--- config.mk ---
export PLATFORM = sky130hd
export DESIGN_NAME = ggt_delay
export DESIGN_NICKNAME = d
export VERILOG_FILES = /design/src/design/ggt_pkg.sv /design/src/design/ggt_delay.sv
export SDC_FILE = /design/constraint.sdc
export NUM_CORES = 1
export LEC_CHECK = 0
export ABC_AREA = 1
export BUFFER_PORTS_ARGS = -buffer_cell sky130_fd_sc_hd__buf_2
export CAP_MARGIN = 20
export CELL_PAD_IN_SITES_DETAIL_PLACEMENT = 0
export CELL_PAD_IN_SITES_GLOBAL_PLACEMENT = 1
export CORE_MARGIN = 2
export CORE_UTILIZATION = 38
export CTS_CLUSTER_SIZE = 24
export DETAILED_ROUTE_END_ITERATION = 7
export PLACE_DENSITY_LB_ADDON = 0.12
export SLEW_MARGIN = 20
export SYNTH_ARGS = -nofsm -noshare
export SYNTH_HDL_FRONTEND = slang
export SYNTH_SLANG_ARGS = --single-unit
--- constraint.sdc ---
create_clock -name i_clk -period 0.84 [get_ports i_clk]
set_input_delay 0.084 -clock i_clk [delete_from_list [all_inputs] [get_ports i_clk]]
set_output_delay 0.084 -clock i_clk [all_outputs]
set_load 0.02 [all_outputs]
--- src/design/ggt_pkg.sv ---
// ============================================================================
// ggt_pkg
// Shared widths, register codes, entry tables and helpers of the point-mass
// gravity gradient tensor pipeline.
// ============================================================================
package ggt_pkg;

    localparam int POS_W  = 48;   // position and origin coordinates
    localparam int MU_W   = 52;   // gravitational parameter
    localparam int OUT_W  = 64;   // tensor entries
    localparam int AN_W   = 30;   // normalized component magnitude
    localparam int PR_W   = 60;   // component product
    localparam int S_W    = 62;   // sum of squares, also 3x product
    localparam int ROOT_W = 62;   // scaled root
    localparam int W_W    = 124;  // S * root
    localparam int WT_W   = 63;   // truncated S * root
    localparam int Q_W    = 64;   // reciprocal
    localparam int MQ_W   = 116;  // mu * reciprocal
    localparam int C_W    = 63;   // entry ratio
    localparam int P_W    = 127;  // m * ratio
    localparam int E_W    = 6;    // bit length codes
    localparam int EX_W   = 9;    // output exponent
    localparam int NENT   = 6;    // distinct entries

    // register stages of each part
    localparam int FRONT_LAT = 6;
    localparam int LAT_TOTAL = 139;
    localparam int SIDE_DLY  = 132;  // front side band to the final stage
    localparam int C_DLY     = 67;   // ratio divider output to the m * c stage

    // configuration register indexes
    localparam logic [1:0] CFG_GRAV     = 2'd0;
    localparam logic [1:0] CFG_ORIGIN_X = 2'd1;
    localparam logic [1:0] CFG_ORIGIN_Y = 2'd2;
    localparam logic [1:0] CFG_ORIGIN_Z = 2'd3;

    localparam logic [MU_W-1:0] GRAV_RESET = 52'd398600441800000;

    // entry order xx, xy, xz, yy, yz, zz
    localparam int PAIR_I [NENT] = '{0, 0, 0, 1, 1, 2};
    localparam int PAIR_J [NENT] = '{0, 1, 2, 1, 2, 2};

    // per-word side band carried to the output stage
    typedef struct packed {
        logic [E_W-1:0]  blen;   // bit length of the largest component
        logic            zero;   // relative position is zero
        logic [NENT-1:0] neg;    // sign of each entry before the ratio test
    } t_side;

    // position of the highest set bit plus one, zero for zero
    function automatic logic [E_W-1:0] bit_len(input logic [MU_W-1:0] x);
        logic [E_W-1:0] n;
        n = '0;
        for (int i = 0; i < MU_W; i++) begin
            if (x[i]) begin
                n = E_W'(i + 1);
            end
        end
        return n;
    endfunction

endpackage

--- src/design/ggt_delay.sv ---
// ============================================================================
// ggt_delay
// Enabled shift line that keeps side data aligned with the long pipeline.
// ============================================================================
module ggt_delay
    import ggt_pkg::*;
#(
    parameter int WIDTH = 8,
    parameter int DEPTH = 2
) (
    input  logic             i_clk,
    input  logic             i_en,
    input  logic [WIDTH-1:0] i_data,
    output logic [WIDTH-1:0] o_data
);

    logic [WIDTH-1:0] r_tap [DEPTH];

    // shift one place per advance
    always_ff @(posedge i_clk) begin
        if (i_en) begin
            r_tap[0] <= i_data;
            for (int i = 1; i < DEPTH; i++) begin
                r_tap[i] <= r_tap[i-1];
            end
        end
    end

    assign o_data = r_tap[DEPTH-1];

endmodule

==> run_results.csv, run 1 <==
group,metric,value,unit
hold_path,hp-start,"i_en",
cells_and_area,fin_nets,56,
timing,hold_viol_final,0,
clock_network,clk_latency,0.26,ns
cells_and_area,multi_input_area,0,sq um
timing,slew_violations,0,
run_status,outcome,"complete, but fails checks",
cells_and_area,diodes,0,
floorplanning,fp.dieH,41.72,um
cells_and_area,multiInputCombCellCount,0,
run,max_cap_viol_count,0,
global_route,grt_max_degree,17,
timing,clock.fmax,1132,MHz
floorplanning,core_area,1318,sq um
clock_network,h-tree-depth,1,
power_and_ir_drop,power_density,2023,nW/um^2
critical_path,r2r-end,"r_tap[0][11]$_DFFE_PP_",
cells_and_area,layout-drive-gt1-share,45.45,%
critical_path,reg2reg_depth,0,
logic_synthesis,yosysWarnings,0,
cells_and_area,fin_util,54.04,%
timing,max_slew_margin,78.66,%
drt,wl,511,um
critical_path,reg2reg_slack,0.23,ns
global_route,grt_overflow,0,
clock_network,numCtsBuffers,3,
critical_path,path_class,"register to primary output",
drt,viasPerCell,4.254,
critical_path,cpPeakStageDelay,0.39,ns
cells_and_area,largest_register_ffs,16,
global_route,track_usage,7.349,%
clock_network,clock-sinks,16,
timing,worst_pin_slew,0.3201,ns
critical_path,critPathMaxFanout,1,
timing,fin_crit_sh,105.2,%
critical_path,cpMaxStageDelayCell,"edfxtp_1",
logic_synthesis,synthesis.nets,34,
critical_path,path_cells,"buf_6",
floorplanning,dieWidth,41.72,um
clock_network,path_clk_slew,0.08,ns
logic_synthesis,syn_inst,24,
timing,finalSetupViolations,8,
clock_network,cts_tree,"yes",
drt,drc,0,
global_route,antenna_found_initial,0,
logic_synthesis,synth-seq-cells,16,
cells_and_area,top_regs,"r_tap x16",
power_and_ir_drop,power_leakage,0.2792,nW
power_and_ir_drop,vdd_drop_max,0.9567,mV
floorplanning,die-area,1740,sq um
placement,gp_congestion,0.6027,
critical_path,cpLargestDelayFamily,"flip-flops",
critical_path,reg2reg_from,"r_tap[0][3]$_DFFE_PP_",
hold_path,min_to,"r_tap[0][5]$_DFFE_PP_",
drt,drt_iter0_markers,3,
drt,ant_nets,0,
logic_synthesis,synth.distinct_cells,2,
logic_synthesis,yosysSeqAreaShare,88.89,%
cells_and_area,top_register,"r_tap",
critical_path,cp_num_buf_inv,1,
placement,numPortBuffers,17,
cells_and_area,syn_to_final_growth,31.71,%
timing,setup_slack,-0.04378,ns
floorplanning,io_pins,18,
drt,wire_per_inst,8.661,um
timing,rsz0062_at_grt,"yes",
logic_synthesis,synthesis.area,540.5,sq um
critical_path,crit_required,0.76,ns
logic_synthesis,syn_avg_cell_area,22.52,sq um
cells_and_area,final_area,711.9,sq um
critical_path,crit_arrival,0.80,ns
floorplanning,initial_utilization,41.03,%
drt,vias,251,
clock_network,clockRootBuffer,"clkbuf_4",
timing,layout_min_cycle_time,0.8838,ns
cells_and_area,num-fill-cells,106,
global_route,grt_pass1_vias,228,
hold_path,hp-class,"input port to register",
global_route,grt_pass1_wl,910,um
clock_network,postCtsSetupBuffers,0,
critical_path,cp-end-kind,"primary output",
floorplanning,rows,13,
drt,firstDrtPassIters,2,
critical_path,startpoint_type,"register",
clock_network,clk_path_buf_depth,2,
timing,fin_skew,0.0001257,ns
run_status,violations,"negative setup slack",
hold_path,hold_depth,1,
placement,place_area,584.3,sq um
==> cell usage in the layout, fill, tap and decap left out <==
| cell | n |
|---|---|
| clkbuf_4 | 3 |
| edfxtp_1 | 16 |
| buf_2 | 13 |
| buf_6 | 4 |
| dlygate4sd3_1 | 8 |
==> how the worst max path moves through the flow <==
stage / startpoint / endpoint / slack [ns] / depth (start not counted)
after global placement: i_en / r_tap[0][14]$_DFFE_PP_ / 0.14 / 1
after floorplan: r_tap[0][2]$_DFFE_PP_ / r_tap[0][10]$_DFFE_PP_ / 0.25 / 0
after detailed placement: i_en / r_tap[0][15]$_DFFE_PP_ / 0.12 / 1
after CTS: r_tap[0][15]$_DFFE_PP_ / o_data[7] / -0.06 / 1
final: r_tap[0][15]$_DFFE_PP_ / o_data[7] / -0.04 / 1
after global routing: r_tap[0][14]$_DFFE_PP_ / o_data[6] / -0.1 / 1
==> cells in the mapped netlist <==
| cell type | instances | area, sq um |
|---|---|---|
| edfxtp_1 | 16 | 480.5 |
| buf_4 | 8 | 60.06 |
==> cell families (layout without fill, tap and decap cells) <==
kind of cell / Yosys count / after routing / synth area share (%)
flops: 16 / 16 / 88.89
buf+inv: 8 / 28 / 11.11
==> cell type report <==
class                 instances  area [sq um]  area share [%]
Clock buffer                  3         22.52           3.163
Sequential cell              16         480.5           67.49
Timing Repair Buffer         25         190.2           26.71
Tap cell                     15         18.77           2.636
==> power by group <==
part	internal [mW]	switching, mW
combinational	0.0693	0.0611
sequential	0.946	0.0145
clock	0.165	0.184
total	1.18	0.260
==> stage by stage <==
step	worst slack, ns	setup TNS (ns)	hold slack (ns)	cells	power, mW
after CTS	-0.06341	-0.3996	0.2270	59	1.446
after floorplan	0.2512	0	0.1829	24	1.042
after global placement	0.1442	0	0.2607	48	1.061
after global routing	-0.09723	-0.6390	0.2275	59	1.525
after detailed placement	0.1159	0	0.2621	48	1.067
final	-0.04378	-0.2747	0.2304	59	1.440
==> repair_timing <==
item | in CTS | in global routing
setup endpoints to repair | 8 | 8
endpoints found under the hold margin | 8 | 0
hold buffers | 8 | 0
resized for setup | 0 | 8
==> routing by layer <==
layer  vias to the layer above  wire (um)  GRT usage, %
met2                        18        263         10.63
met4                         0          0         5.806
met3                         0         76         3.913
li1                        122          -             -
met5                         -          0             0
met1                       111        172         7.941
No activity file was read; power rests on OpenSTA's default activity.
==> run 2: changes to the inputs <==
BUFFER_PORTS_ARGS = -buffer_cell sky130_fd_sc_hd__buf_4   (was -buffer_cell sky130_fd_sc_hd__buf_2)
CELL_PAD_IN_SITES_DETAIL_PLACEMENT = 1   (was 0)
==> run 2 against run 1 <==
Net effect:
- the flow still finishes with violations (negative setup slack)
- sequential power increased by 0.7%
- global-route usage increased by 4.1 points
- worst setup slack got worse by 0.023 ns
- die area unchanged
- cell area increased by 7.2%
- largest cell class unchanged
==> run_results.csv, run 2 (synthesis gave the netlist of run 1 again) <==
group,metric,value,unit
floorplanning,fp.dieH,41.72,um
timing,finalSetupViolations,8,
drt,firstDrtPassIters,1,
cells_and_area,final_cell_mix,"edfxtp_1, buf_4, dlygate4sd3_1, buf_6, clkbuf_4",
drt,wire_per_inst,13.02,um
run_status,outcome,"complete, but fails checks",
critical_path,cpMaxStageDelayCell,"edfxtp_1",
cells_and_area,diodes,0,
cells_and_area,top_register,"r_tap",
hold_path,hp-start,"i_en",
critical_path,r2r-end,"r_tap[0][13]$_DFFE_PP_",
timing,slew_violations,0,
clock_network,h-tree-depth,1,
global_route,grt_pass1_wl,1338,um
global_route,grt_pass1_vias,291,
power_and_ir_drop,power_density,1985,nW/um^2
clock_network,clk_path_buf_depth,2,
critical_path,cpLargestDelayFamily,"flip-flops",
critical_path,crit_required,0.76,ns
cells_and_area,num-fill-cells,116,
placement,pre_cts_ws,0.2098,ns
hold_path,min_to,"r_tap[0][7]$_DFFE_PP_",
placement,gp_congestion,0.5940,
drt,vias,266,
drt,drc,0,
cells_and_area,multiInputCombCellCount,0,
clock_network,numCtsBuffers,3,
clock_network,clk_latency,0.27,ns
cells_and_area,layout-drive-gt1-share,44.44,%
cells_and_area,multi_input_area,0,sq um
timing,fin_skew,0.002634,ns
global_route,grt_max_degree,17,
hold_path,hold_depth,1,
drt,drt_iter0_markers,0,
clock_network,cts_tree,"yes",
floorplanning,io_pins,18,
floorplanning,die-area,1740,sq um
critical_path,startpoint_type,"register",
critical_path,cp_num_buf_inv,1,
critical_path,reg2reg_depth,0,
critical_path,crit_arrival,0.82,ns
timing,hold_viol_final,0,
placement,numPortBuffers,17,
global_route,grt_overflow,0,
floorplanning,initial_utilization,41.03,%
cells_and_area,fin_nets,56,
cells_and_area,largest_register_ffs,16,
run,max_cap_viol_count,0,
cells_and_area,top_regs,"r_tap x16",
drt,wl,781,um
cells_and_area,regArea,480.5,sq um
cells_and_area,syn_to_final_growth,41.20,%
drt,ant_nets,0,
critical_path,path_depth,1,
global_route,antenna_found_initial,0,
cells_and_area,fin_util,57.93,%
timing,fin_crit_sh,107.9,%
floorplanning,rows,13,
critical_path,path_class,"register to primary output",
timing,setup_slack,-0.06675,ns
clock_network,clock-sinks,16,
timing,max_slew_margin,86.69,%
drt,top_layer,"met4",
cells_and_area,layout_commonest_cell,"edfxtp_1",
timing,layout_min_cycle_time,0.9067,ns
drt,viasPerCell,4.433,
clock_network,clockRootBuffer,"clkbuf_4",
hold_path,hp-class,"input port to register",
drt,met1_length,278,um
timing,worst_pin_slew,0.1996,ns
clock_network,path_clk_slew,0.09,ns
drt,dr_wl_met3,72,um
critical_path,critPathMaxFanout,1,
timing,clock.fmax,1103,MHz
power_and_ir_drop,p_total,1.515,mW
critical_path,reg2reg_slack,0.21,ns
timing,rsz0062_at_grt,"yes",
floorplanning,dieWidth,41.72,um
power_and_ir_drop,vdd_drop_max,1.019,mV
critical_path,path_cells,"buf_6",
run_status,violations,"negative setup slack",
power_and_ir_drop,power_leakage,0.2970,nW
global_route,track_usage,11.44,%
critical_path,cp-end-kind,"primary output",
critical_path,cpPeakStageDelay,0.40,ns
floorplanning,core_area,1318,sq um
drt,dr_wl_met2,415,um
critical_path,reg2reg_from,"r_tap[0][5]$_DFFE_PP_",
timing,fin_hold_ws,0.1743,ns
run 2: cell types whose count changed in the layout (fill, tap and decap cells not counted):
cell,before,now
buf_4,0,9
buf_2,13,0
buf_6,4,8
clkinv_1,0,1
run 2: power breakdown:
part           total [mW]  leakage, nW  internal [mW]  switching [mW]
clock               0.387       0.0154          0.172           0.214
sequential          0.967        0.157          0.946          0.0203
combinational       0.162        0.125         0.0956          0.0662
total                1.51        0.297           1.21           0.301
run 2: area by class of cell:
type | instances | share of cell area [%]
repair buffers | 25 | 31.15
flip-flops and latches | 16 | 62.95
well taps | 15 | 2.459
clock inverters | 1 | 0.4918
clock buffers | 3 | 2.951
run 2: through the flow:
step                TNS, ns  std cells  area, sq um
global route        -0.8204         60        763.2
floorplan                 0         24        540.5
global placement          0         48        626.9
finish              -0.4172         60        763.2
CTS                 -0.5613         60        763.2
detailed placement        0         48        626.9
run 2: repair_timing:
item	CTS	global route
hold buffers	8	0
buffers inserted	0	0
endpoints found under the hold margin	8	0
gates resized for setup	8	0
endpoints found under the setup margin	8	8
run 2: how the worst max path moves through the flow:
stage,from,end,slack [ns]
after floorplan,r_tap[0][2]$_DFFE_PP_,r_tap[0][10]$_DFFE_PP_,0.25
after global placement,r_tap[0][4]$_DFFE_PP_,r_tap[0][12]$_DFFE_PP_,0.24
after detailed placement,r_tap[0][2]$_DFFE_PP_,r_tap[0][10]$_DFFE_PP_,0.21
after CTS,r_tap[0][13]$_DFFE_PP_,o_data[5],-0.09
after global routing,r_tap[0][13]$_DFFE_PP_,o_data[5],-0.13
final,r_tap[0][15]$_DFFE_PP_,o_data[7],-0.07
run 2: metal layers:
layer | vias to the layer above | GRT usage, %
li1 | 123 | -
met4 | 0 | 9.677
met2 | 20 | 19.06
met1 | 121 | 12.35
met5 | - | 0
met3 | 2 | 2.174
